File: src/qacf_pkg.sv
package qacf_pkg;

   // Longest text line the counter is sized for
   localparam longint unsigned MAX_TEXT_LEN = 64'd65536;

   localparam int unsigned BYTE_W   = 8;
   localparam int unsigned OFFSET_W = 16;
   localparam int unsigned CSR_DATA_W = 32;
   localparam int unsigned CSR_ADDR_W = 2;

   // Byte address of comment_char
   localparam logic [CSR_ADDR_W-1:0] CSR_COMMENT_CHAR_ADDR = '0;

   // Position counter saturates at min(MAX_TEXT_LEN-1, 2^OFFSET_W-1)
   localparam longint unsigned OFFSET_MAX = (64'd1 << OFFSET_W) - 64'd1;
   localparam logic [OFFSET_W-1:0] POS_CAP =
      OFFSET_W'(((MAX_TEXT_LEN - 64'd1) > OFFSET_MAX) ? OFFSET_MAX : (MAX_TEXT_LEN - 64'd1));

   // Special bytes
   localparam logic [BYTE_W-1:0] CHAR_DQUOTE    = 8'h22;
   localparam logic [BYTE_W-1:0] CHAR_SQUOTE    = 8'h27;
   localparam logic [BYTE_W-1:0] CHAR_SLASH     = 8'h2F;
   localparam logic [BYTE_W-1:0] CHAR_BACKSLASH = 8'h5C;
   localparam logic [BYTE_W-1:0] CHAR_OPEN_D2   = 8'hD2;
   localparam logic [BYTE_W-1:0] CHAR_CLOSE_D3  = 8'hD3;

   // Result payload handed from the scanner to the output register
   typedef struct packed {
      logic                found;
      logic [OFFSET_W-1:0] offset;
   } scan_result_type;

endpackage

File: src/qacf_if.sv
interface qacf_req_if;
   import qacf_pkg::*;
   logic              valid;
   logic              ready;
   logic [BYTE_W-1:0] text_byte;
   logic              last_byte;

   modport source (output valid, output text_byte, output last_byte, input ready);
   modport sink   (input valid, input text_byte, input last_byte, output ready);
endinterface

interface qacf_rsp_if;
   import qacf_pkg::*;
   logic                valid;
   logic                ready;
   logic                found;
   logic [OFFSET_W-1:0] offset;

   modport source (output valid, output found, output offset, input ready);
   modport sink   (input valid, input found, input offset, output ready);
endinterface

File: src/qacf_csr.sv
module qacf_csr
   import qacf_pkg::*;
(
   input  logic                  clock,
   input  logic                  reset,
   input  logic                  csr_psel,
   input  logic                  csr_penable,
   input  logic                  csr_pwrite,
   input  logic [CSR_ADDR_W-1:0] csr_paddr,
   input  logic [CSR_DATA_W-1:0] csr_pwdata,
   output logic [CSR_DATA_W-1:0] csr_prdata,
   output logic                  csr_pready,
   output logic [BYTE_W-1:0]     comment_char
);

   logic [BYTE_W-1:0] comment_char_ff;
   logic [BYTE_W-1:0] comment_char_in;
   logic              wr_en;

   // Single register at byte address 0
   assign wr_en = csr_psel & csr_penable & csr_pwrite & csr_pready &
                  (csr_paddr == CSR_COMMENT_CHAR_ADDR);

   always_comb begin
      comment_char_in = comment_char_ff;
      if (wr_en) begin
         comment_char_in = csr_pwdata[BYTE_W-1:0];
      end
   end

   always_ff @(posedge clock) begin
      if (reset) begin
         comment_char_ff <= '0;
      end else begin
         comment_char_ff <= comment_char_in;
      end
   end

   assign csr_prdata   = {{(CSR_DATA_W-BYTE_W){1'b0}}, comment_char_ff};
   assign csr_pready   = 1'b1;
   assign comment_char = comment_char_ff;

endmodule

File: src/qacf_scan.sv
module qacf_scan
   import qacf_pkg::*;
(
   input  logic              clock,
   input  logic              reset,
   qacf_req_if.sink          req_ch,
   input  logic [BYTE_W-1:0] comment_char,
   input  logic              out_free,
   output logic              res_valid,
   output scan_result_type   res
);

   // Input register
   logic              s1_valid_ff, s1_valid_in;
   logic [BYTE_W-1:0] s1_byte_ff, s1_byte_in;
   logic              s1_last_ff, s1_last_in;

   // Line state
   logic                in_quote_ff, in_quote_in;
   logic                in_escape_ff, in_escape_in;
   logic [BYTE_W-1:0]   close_ff, close_in;
   logic                pend_slash_ff, pend_slash_in;
   logic [OFFSET_W-1:0] pos_ff, pos_in;
   logic                done_ff, done_in;

   logic                s1_fire;
   logic                req_fire;
   logic                hit;
   logic [OFFSET_W-1:0] hit_off;

   assign s1_fire      = s1_valid_ff & out_free;
   assign req_ch.ready = ~s1_valid_ff | out_free;
   assign req_fire     = req_ch.valid & req_ch.ready;

   always_comb begin
      s1_valid_in = s1_valid_ff;
      s1_byte_in  = s1_byte_ff;
      s1_last_in  = s1_last_ff;
      if (req_fire) begin
         s1_valid_in = 1'b1;
         s1_byte_in  = req_ch.text_byte;
         s1_last_in  = req_ch.last_byte;
      end else if (s1_fire) begin
         s1_valid_in = 1'b0;
      end
   end

   // Scan one byte
   always_comb begin
      hit           = 1'b0;
      hit_off       = '0;
      in_quote_in   = in_quote_ff;
      in_escape_in  = in_escape_ff;
      close_in      = close_ff;
      pend_slash_in = pend_slash_ff;

      if (!done_ff) begin
         if (pend_slash_ff && s1_byte_ff == CHAR_SLASH) begin
            hit     = 1'b1;
            hit_off = (pos_ff != '0) ? pos_ff - OFFSET_W'(1) : '0;
         end else begin
            pend_slash_in = 1'b0;
            if (in_quote_ff) begin
               if (in_escape_ff) begin
                  in_escape_in = 1'b0;
               end else if (s1_byte_ff == CHAR_BACKSLASH) begin
                  in_escape_in = 1'b1;
               end else if (s1_byte_ff == close_ff) begin
                  in_quote_in = 1'b0;
               end
            end else if (s1_byte_ff == CHAR_DQUOTE) begin
               in_quote_in = 1'b1;
               close_in    = CHAR_DQUOTE;
            end else if (s1_byte_ff == CHAR_OPEN_D2) begin
               in_quote_in = 1'b1;
               close_in    = CHAR_CLOSE_D3;
            end else if (s1_byte_ff == CHAR_SQUOTE) begin
               in_quote_in = 1'b1;
               close_in    = CHAR_SQUOTE;
            end else if (s1_byte_ff == comment_char) begin
               hit     = 1'b1;
               hit_off = pos_ff;
            end else if (s1_byte_ff == CHAR_SLASH) begin
               pend_slash_in = 1'b1;
            end
         end
      end

      done_in = done_ff | hit;
      pos_in  = (pos_ff < POS_CAP) ? pos_ff + OFFSET_W'(1) : pos_ff;

      if (s1_last_ff) begin
         in_quote_in   = 1'b0;
         in_escape_in  = 1'b0;
         close_in      = '0;
         pend_slash_in = 1'b0;
         pos_in        = '0;
         done_in       = 1'b0;
      end
   end

   assign res_valid  = s1_fire & ~done_ff & (hit | s1_last_ff);
   assign res.found  = hit;
   assign res.offset = hit_off;

   always_ff @(posedge clock) begin
      if (reset) begin
         s1_valid_ff   <= 1'b0;
         in_quote_ff   <= 1'b0;
         in_escape_ff  <= 1'b0;
         close_ff      <= '0;
         pend_slash_ff <= 1'b0;
         pos_ff        <= '0;
         done_ff       <= 1'b0;
      end else begin
         s1_valid_ff <= s1_valid_in;
         if (s1_fire) begin
            in_quote_ff   <= in_quote_in;
            in_escape_ff  <= in_escape_in;
            close_ff      <= close_in;
            pend_slash_ff <= pend_slash_in;
            pos_ff        <= pos_in;
            done_ff       <= done_in;
         end
      end
   end

   always_ff @(posedge clock) begin
      s1_byte_ff <= s1_byte_in;
      s1_last_ff <= s1_last_in;
   end

endmodule

File: src/qacf_out.sv
module qacf_out
   import qacf_pkg::*;
(
   input  logic            clock,
   input  logic            reset,
   input  logic            res_valid,
   input  scan_result_type res,
   output logic            out_free,
   qacf_rsp_if.source      rsp_ch
);

   logic            valid_ff, valid_in;
   scan_result_type data_ff, data_in;

   assign out_free = ~valid_ff | rsp_ch.ready;

   always_comb begin
      valid_in = valid_ff;
      data_in  = data_ff;
      if (res_valid) begin
         valid_in = 1'b1;
         data_in  = res;
      end else if (rsp_ch.ready) begin
         valid_in = 1'b0;
      end
   end

   always_ff @(posedge clock) begin
      if (reset) begin
         valid_ff <= 1'b0;
      end else begin
         valid_ff <= valid_in;
      end
   end

   always_ff @(posedge clock) begin
      data_ff <= data_in;
   end

   assign rsp_ch.valid  = valid_ff;
   assign rsp_ch.found  = data_ff.found;
   assign rsp_ch.offset = data_ff.offset;

endmodule

File: src/quote_aware_comment_finder.sv
// Channel  Dir  Handshake      Payload
// req_ch   in   valid/ready    text_byte[7:0], last_byte
// rsp_ch   out  valid/ready    found, offset[15:0]
// csr_*    in   APB write/read comment_char at byte address 0
//
// One byte per cycle sustained while rsp_ch is not back-pressuring; a result
// passes through the input register, then the result register, before it leaves.
// Reset is synchronous and active high; it clears line state and comment_char.
// A stalled result holds in the result register while the next byte waits in
// the input register; req_ch.ready drops only when both are full.
module quote_aware_comment_finder
   import qacf_pkg::*;
(
   input  logic                  clock,
   input  logic                  reset,
   qacf_req_if.sink              req_ch,
   qacf_rsp_if.source            rsp_ch,
   input  logic                  csr_psel,
   input  logic                  csr_penable,
   input  logic                  csr_pwrite,
   input  logic [CSR_ADDR_W-1:0] csr_paddr,
   input  logic [CSR_DATA_W-1:0] csr_pwdata,
   output logic [CSR_DATA_W-1:0] csr_prdata,
   output logic                  csr_pready
);

   logic [BYTE_W-1:0] comment_char;
   logic              out_free;
   logic              res_valid;
   scan_result_type   res;

   // Delimiter register
   qacf_csr u_csr (
      .clock        (clock),
      .reset        (reset),
      .csr_psel     (csr_psel),
      .csr_penable  (csr_penable),
      .csr_pwrite   (csr_pwrite),
      .csr_paddr    (csr_paddr),
      .csr_pwdata   (csr_pwdata),
      .csr_prdata   (csr_prdata),
      .csr_pready   (csr_pready),
      .comment_char (comment_char)
   );

   // Input register plus quote/escape/slash tracking; one byte per transaction
   qacf_scan u_scan (
      .clock        (clock),
      .reset        (reset),
      .req_ch       (req_ch),
      .comment_char (comment_char),
      .out_free     (out_free),
      .res_valid    (res_valid),
      .res          (res)
   );

   // Result register; at most one result per line
   qacf_out u_out (
      .clock     (clock),
      .reset     (reset),
      .res_valid (res_valid),
      .res       (res),
      .out_free  (out_free),
      .rsp_ch    (rsp_ch)
   );

endmodule

File: src/flat_wrapper.sv
// flat-port wrapper written by rule: the top's interface ports become plain ports
module quote_aware_comment_finder_flat import qacf_pkg::*;
  (clock, reset, csr_psel, csr_penable, csr_pwrite, csr_paddr, csr_pwdata, csr_prdata, csr_pready, req_ch_valid, req_ch_text_byte, req_ch_last_byte, req_ch_ready, rsp_ch_valid, rsp_ch_found, rsp_ch_offset, rsp_ch_ready);
  qacf_req_if req_ch_i ();
  qacf_rsp_if rsp_ch_i ();
  input  logic clock;
  input  logic reset;
  input  logic csr_psel;
  input  logic csr_penable;
  input  logic csr_pwrite;
  input  logic [CSR_ADDR_W-1:0] csr_paddr;
  input  logic [CSR_DATA_W-1:0] csr_pwdata;
  output logic [CSR_DATA_W-1:0] csr_prdata;
  output logic csr_pready;
  input wire logic [$bits(req_ch_i.valid)-1:0] req_ch_valid;
  input wire logic [$bits(req_ch_i.text_byte)-1:0] req_ch_text_byte;
  input wire logic [$bits(req_ch_i.last_byte)-1:0] req_ch_last_byte;
  output wire logic [$bits(req_ch_i.ready)-1:0] req_ch_ready;
  output wire logic [$bits(rsp_ch_i.valid)-1:0] rsp_ch_valid;
  output wire logic [$bits(rsp_ch_i.found)-1:0] rsp_ch_found;
  output wire logic [$bits(rsp_ch_i.offset)-1:0] rsp_ch_offset;
  input wire logic [$bits(rsp_ch_i.ready)-1:0] rsp_ch_ready;
  assign req_ch_i.valid = req_ch_valid;
  assign req_ch_i.text_byte = req_ch_text_byte;
  assign req_ch_i.last_byte = req_ch_last_byte;
  assign req_ch_ready = req_ch_i.ready;
  assign rsp_ch_valid = rsp_ch_i.valid;
  assign rsp_ch_found = rsp_ch_i.found;
  assign rsp_ch_offset = rsp_ch_i.offset;
  assign rsp_ch_i.ready = rsp_ch_ready;
  quote_aware_comment_finder u_core (.clock(clock), .reset(reset), .req_ch(req_ch_i), .rsp_ch(rsp_ch_i), .csr_psel(csr_psel), .csr_penable(csr_penable), .csr_pwrite(csr_pwrite), .csr_paddr(csr_paddr), .csr_pwdata(csr_pwdata), .csr_prdata(csr_prdata), .csr_pready(csr_pready));
endmodule
File: config.mk
export PLATFORM = sky130hd
export DESIGN_NAME = quote_aware_comment_finder_flat
export DESIGN_NICKNAME = d
export VERILOG_FILES = /design/src/qacf_pkg.sv /design/src/qacf_if.sv /design/src/qacf_csr.sv /design/src/qacf_scan.sv /design/src/qacf_out.sv /design/src/quote_aware_comment_finder.sv /design/src/flat_wrapper.sv
export SDC_FILE = /design/constraint.sdc
export NUM_CORES = 1
export LEC_CHECK = 0
export BUFFER_PORTS_ARGS = -buffer_cell sky130_fd_sc_hd__clkbuf_2
export CAP_MARGIN = 20
export CELL_PAD_IN_SITES_DETAIL_PLACEMENT = 0
export CELL_PAD_IN_SITES_GLOBAL_PLACEMENT = 1
export CORE_MARGIN = 3
export CORE_UTILIZATION = 41
export CTS_CLUSTER_SIZE = 25
export DETAILED_ROUTE_END_ITERATION = 10
export GPL_ROUTABILITY_DRIVEN = 0
export PLACE_DENSITY = 0.95
export SYNTH_ARGS = -nofsm -noshare
export SYNTH_HDL_FRONTEND = slang
export SYNTH_SLANG_ARGS = --single-unit
File: constraint.sdc
create_clock -name clock -period 9.2 [get_ports clock]
set_input_delay 1.84 -clock clock [delete_from_list [all_inputs] [get_ports clock]]
set_output_delay 1.84 -clock clock [all_outputs]
set_load 0.01 [all_outputs]
==> results of run 1 <==
-- power groups by stage --
stage	sequential (W)	combinational, W	clock (W)
4_1_cts	0.000293	0.0000368	0.000244
6_report	0.000293	0.0000370	0.000239
3_3_place_gp	0.000299	0.0000359	0
3_5_place_dp	0.000299	0.0000366	0
2_1_floorplan	0.000298	0.0000321	0
5_1_grt	0.000294	0.0000411	0.000258
-- layout make-up --
class                   count  area [um^2]  area share (%)
well taps                 102          128            3.35
clock buffers              11          141            3.71
flip-flops and latches     61         1480            38.9
inverters                  13         48.8            1.28
clock inverters             5         58.8            1.54
repair buffers             55          287            7.52
multi-input cells         274         1670            43.7
-- synthesized netlist by cell type (all sizes together), types with 9 or more instances --
master / count / area share [%]
buf: 36 / 7.5
dfxtp: 35 / 21
o21ai: 19 / 2.9
a31oi: 14 / 2.8
nand3: 18 / 2.8
edfxtp: 26 / 23
nand2: 27 / 3.0
clkbuf: 9 / 1.0
a21oi: 14 / 2.1
mux2i: 13 / 3.8
nand4: 12 / 2.2
nor2: 32 / 3.5
xnor2: 16 / 4.1
nor3: 9 / 1.3
inv: 13 / 1.4
-- worst min path at each step --
stage | end | slack (ns) | cells past startpoint
floorplan | u_core.u_scan.in_escape_ff | 0.44 | 2
global placement | u_core.u_scan.in_escape_ff | 0.46 | 2
detailed placement | u_core.u_scan.in_escape_ff | 0.47 | 2
CTS | u_core.u_scan.close_ff[2] | 0.49 | 2
global route | u_core.u_scan.close_ff[6] | 0.52 | 2
finish | u_core.u_scan.close_ff[5] | 0.49 | 2
-- per-layer routing --
| metal | wire length (um) | vias to the layer above | GRT usage (%) | share of wire, % |
|---|---|---|---|---|
| met4 | 70 | 0 | 5.08 | 0.94 |
| li1 | - | 1375 | - | - |
| met2 | 3890 | 111 | 27.4 | 52 |
| met1 | 2940 | 1343 | 18.7 | 39 |
| met5 | 0 | - | 0 | 0 |
| met3 | 544 | 9 | 4.54 | 7.3 |
-- sequential cells by signal, indices dropped and copies added, names as in the netlist, 5 cells and up --
register                    cells
u_core.u_out.rsp_ch.offset     16
u_core.u_scan.pos_ff           16
u_core.u_csr.comment_char       8
u_core.u_scan.s1_byte_ff        8
u_core.u_scan.close_ff          5
-- stage by stage --
stage	area, um^2	hold slack (ns)	cells	worst slack (ns)	util [%]
after floorplan	3470	0.444	393	5.29	-
after global placement	3600	0.458	504	5.09	45.6
after detailed placement	3600	0.468	504	5.08	45.6
after CTS	3800	0.489	520	5.07	48.2
after global routing	3810	0.518	521	5.00	48.3
final	3810	0.490	521	5.06	48.3
-- layout by cell type, fill, tap and decap left out, drive strengths merged, types with 2 or more instances in the layout --
| master | synthesis | routed |
|---|---|---|
| xor2 | 6 | 6 |
| dfxtp | 35 | 35 |
| inv | 13 | 14 |
| o21ai | 19 | 19 |
| xnor2 | 16 | 16 |
| o221ai | 2 | 2 |
| nor4 | 4 | 4 |
| buf | 36 | 3 |
| nand2b | 5 | 5 |
| nand4 | 12 | 12 |
| and2 | 7 | 7 |
| clkinvlp | 0 | 2 |
| or4 | 4 | 4 |
| and3 | 5 | 5 |
| mux2i | 13 | 13 |
| o22ai | 4 | 4 |
| a211oi | 2 | 2 |
| or3b | 2 | 2 |
| nor2 | 32 | 32 |
| nor2b | 4 | 4 |
| o2111ai | 3 | 3 |
| ha | 3 | 3 |
| nor3 | 9 | 9 |
| a31oi | 14 | 14 |
| nand3 | 18 | 18 |
| clkbuf | 9 | 63 |
| edfxtp | 26 | 26 |
| or3 | 7 | 7 |
| a21oi | 14 | 14 |
| nand2 | 27 | 27 |
| conb | 2 | 25 |
| nor4b | 3 | 3 |
-- critical path, stage by stage --
cell	delay (ns)
clkbuf_2	0.09
nor2b_1	0.14
nand2_1	0.09
clkbuf_2	0.14
-- cells by family after synthesis --
group	Yosys count	synth area share, %
XOR/XNOR	22	5.69
other	2	0.222
multiplexers	13	3.84
AND/OR/NAND/NOR	144	22.8
adder cells (fa/ha/maj)	3	1.11
flip-flops	61	43.7
AO/OA/AOI/OAI	67	12.7
buffers and inverters	58	9.93
==> results.tsv, run 1 <==
metric	value	unit
status	finished, final reports clean	
P_sw	0.000136	W
Die ar.	0.00939	mm^2
latest clock arrival within the worst-skew pair	0.34	ns
Peak Freq	242	MHz
post-synthesis cell type count	55	
Initial Util	43.0	%
DRC marker count from the first detailed-route iteration	121	
CTS root buf	clkbuf_8	
DR vias	2838	
Data required, critical path	7.36	ns
I/O Pins	102	
total track usage	15.8	%
crit end category	primary output	
Leak	1.51	nW
CTS Hold Bufs	0	
dominant synthesized flop cell	dfxtp_1	
CTS buffer count	9	
post-CTS setup buffer count	0	
type of the worst min-delay path	flop to flop	
Clock Power Share	42.0	%
Async SR Flop Fraction	0	%
DRC	0	
register share of total power	51.5	%
Hold Startpoint	u_core.u_scan.close_ff[5]	
R2R Setup Slk	6.67	ns
Die W	96.9	um
Post-Syn Instances	370	
crit path kind	primary input to primary output	
Routed Antenna Nets	0	
post-DP HPWL	5420	um
Via density	5.45	
Power per Cell Area	149	mW/mm^2
Worst setup SP type	primary input	
fillers	744	
core area	0.00789	mm^2
die height	96.9	um
VDD IR max	0.0975	mV
setup tns final	0	ns
clock buffer depth	2	
TritonCTS clock tree	done	
Worst-Margin Slew	0.793	ns
WL/cell	14.3	um
RSZ-0062 raised after global routing	false	
antenna violations before repair	0	
ant diodes	0	
Setup Skew	0.0126	ns
syn avg cell area	9.16	um^2
CTS resizes	0	
cell depth of the worst flop-to-flop path	5	
first-pass GRT wire length	12400	um
Final period util	45.0	%
share of layout cells above drive strength 1	18.9	%
largest net degree at the start of global routing	22	
First-pass DRT Iterations	4	
Max-slew headroom	47.1	%
MaxCap Viol Count	0	
Tmin final	4.14	ns
combinational share of power	6.5	%
Critical Path Start	rsp_ch_ready	
Worst setup endpoint	req_ch_ready	
WL final	7440	um
# rows	32	
number of flops mapped to enable cells by yosys	26	
Synth warnings	0	
register area share after synthesis	43.7	%
Final Power	0.000569	W
Hold Vio Cnt, Final	0	
WP data arrival	2.30	ns
Yosys reg bits	61	
# setup viols final	0	
Congestion Overflow GR	0	
R2R Path End	u_core.u_out.rsp_ch.offset[8]	
H-tree levels	3	
switching part of the total	23.9	%
Clock Pin Slew Worst Setup and Hold Paths	0.06	ns
vias in the first global route	2639	
Layout Nets	467	
Pint	0.000434	W
Layout area overhead	12.5	%
CP Max Fanout	2	
Crit Reg-Reg Startpoint	u_core.u_scan.s1_byte_ff[6]	
Pins Over Slew Limit	0	
# clock sinks	61	
Synth Cell Area	0.00339	mm^2
number of port buffers	52	
No activity file was read; power rests on OpenSTA's default activity.
==> inputs of run 2 (changes only) <==
- CORE_UTILIZATION: 41 -> 38
- PLACE_DENSITY: 0.95 -> 0.9
- clock period: 9.2 -> 4.1 ns (I/O delays scaled with it)
==> run 2 against run 1 <==
Via count shrank 1.3%. Die area grew 7.4%. Worst setup slack lost 3.4 ns. Flip-flop and latch count is the same. Critical path type is now flop to flop.
==> results.tsv, run 2 (synthesized netlist as in run 1, its figures left out) <==
metric	value	unit	change
Worst-Margin Slew	0.821	ns	+0.0276 ns
Initial Util	40.2	%	-2.7 points
Die W	100	um	+3.6%
Final period util	59.1	%	
WP data arrival	2.45	ns	+0.15 ns
CP Max Fanout	17		+15
WL/cell	13.7	um	-4.3%
Worst setup SP type	flop		
cell depth of the worst flop-to-flop path	6		+1
DRC marker count from the first detailed-route iteration	128		+5.8%
status	finished, final reports clean		
first-pass GRT wire length	12100	um	-2.2%
# setup viols final	0		unchanged
Layout area overhead	12.7	%	
crit path kind	flop to flop		
type of the worst min-delay path	flop to flop		
DRC	0		unchanged
I/O Pins	102		unchanged
area of the multi-input gates	0.00167	mm^2	unchanged
fillers	857		+15%
most frequent cells in the layout	clkbuf_2, dfxtp_1, nor2_1		
antenna violations before repair	0		unchanged
Pins Over Slew Limit	0		unchanged
post-CTS setup buffer count	0		unchanged
R2R Path End	u_core.u_out.rsp_ch.offset[5]		
setup tns final	0	ns	unchanged
Power per Cell Area	343	mW/mm^2	+130%
vias in the first global route	2626		-0.49%
Via density	5.35		-1.9%
register area	0.00148	mm^2	unchanged
CTS root buf	clkbuf_8		
R2R Setup Slk	1.68	ns	-4.99 ns
WL final	7160	um	-3.7%
Congestion Overflow GR	0		unchanged
Tmin final	2.42	ns	
H-tree levels	3		unchanged
Layout Nets	467		unchanged
VDD IR max	0.193	mV	+98%
total track usage	14.9	%	-0.81 points
ant diodes	0		unchanged
latest clock arrival within the worst-skew pair	0.34	ns	about the same
TritonCTS clock tree	done		
Max-slew headroom	45.3	%	-1.8 points
Leak	1.52	nW	+0.69%
# rows	33		+3.1%
share of layout cells above drive strength 1	18.6	%	-0.24 points
crit end category	flop		
Critical Path Start	u_core.u_scan.s1_byte_ff[2]		
Hold Path Cell Cnt	2		unchanged
commonest non-fill, non-tap cell in the layout	clkbuf_2		
Hold Startpoint	u_core.u_scan.in_escape_ff		
CTS Hold Bufs	0		unchanged
clock buffer depth	2		unchanged
die height	100	um	+3.6%
First-pass DRT Iterations	4		unchanged
core area	0.00842	mm^2	+6.8%
post-DP HPWL	5350	um	-1.4%
fin util	45.3	%	-3.0 points
DR vias	2801		-1.3%
number of port buffers	52		unchanged
CTS buffer count	9		unchanged
Setup Skew	0.0104	ns	-0.00225 ns
RSZ-0062 raised after global routing	false		
CTS resizes	0		unchanged
Die ar.	0.0101	mm^2	+7.4%
MaxCap Viol Count	0		unchanged
Data required, critical path	4.13	ns	-3.23 ns
# clock sinks	61		unchanged
largest net degree at the start of global routing	22		unchanged
Routed Antenna Nets	0		unchanged
Hold Vio Cnt, Final	0		unchanged
Endpoint, Worst Hold	u_core.u_scan.in_escape_ff		
Crit Reg-Reg Startpoint	u_core.u_scan.s1_byte_ff[2]		
Peak Freq	413	MHz	
Clock Pin Slew Worst Setup and Hold Paths	0.07	ns	about the same
run 2: cell count changes in the layout (fill, tap and decap cells not counted):
| cell | before | now |
|---|---|---|
| buf_6 | 1 | 0 |
| clkbuf_1 | 1 | 2 |
| clkbuf_8 | 10 | 9 |
| inv_6 | 1 | 0 |
| clkinvlp_4 | 2 | 0 |
| clkinv_2 | 1 | 3 |
| bufinv_16 | 1 | 2 |
| buf_4 | 2 | 3 |
run 2: power breakdown:
part | internal (W) | switching [W]
Clock | 0.000340 | 0.000228
Sequential | 0.000643 | 0.0000147
Combinational | 0.0000314 | 0.0000509
run 2: worst max-delay path by stage:
stage,endpoint,slack (ns),depth (start not counted)
finish,u_core.u_out.rsp_ch.offset[5],1.68,6
global route,u_core.u_out.rsp_ch.offset[12],1.46,6
CTS,u_core.u_out.rsp_ch.offset[5],1.67,6
detailed placement,u_core.u_scan.close_ff[1],1.53,6
global placement,u_core.u_scan.close_ff[1],1.53,6
floorplan,u_core.u_out.rsp_ch.found,1.02,5
run 2: worst max-delay path, cell delays in order (launching register included):
cell      delay [ns]
edfxtp_1        0.51
xnor2_1         0.20
nand4_1         0.13
nor3_1          0.49
a21oi_1         0.25
a211oi_2        0.25
buf_4           0.27
run 2: metal layers:
metal	GRT usage [%]	up-vias	share of wire, %
li1	-	1378	-
met1	17.7	1327	43
met2	25.3	86	50
met3	5.07	10	5.6
met4	5.08	0	1.6
met5	0	-	0
run 2: through the flow:
stage | cells | worst slack (ns) | area (um^2) | hold WS [ns] | total power [W]
after global placement | 508 | 1.53 | 3610 | 0.458 | 0.000751
after detailed placement | 508 | 1.53 | 3610 | 0.469 | 0.000754
after floorplan | 393 | 1.02 | 3470 | 0.444 | 0.000741
after global routing | 524 | 1.46 | 3820 | 0.511 | 0.00137
after CTS | 524 | 1.67 | 3820 | 0.478 | 0.00132
final | 524 | 1.68 | 3820 | 0.476 | 0.00131
run 2: layout make-up:
| type | count | area share, % |
|---|---|---|
| clock buffer | 11 | 3.44 |
| inverter | 13 | 1.28 |
| timing repair buffer | 55 | 7.41 |
| tap | 105 | 3.44 |
| clock inverter | 5 | 1.97 |
| multi-input combinational | 274 | 43.7 |
| sequential | 61 | 38.8 |
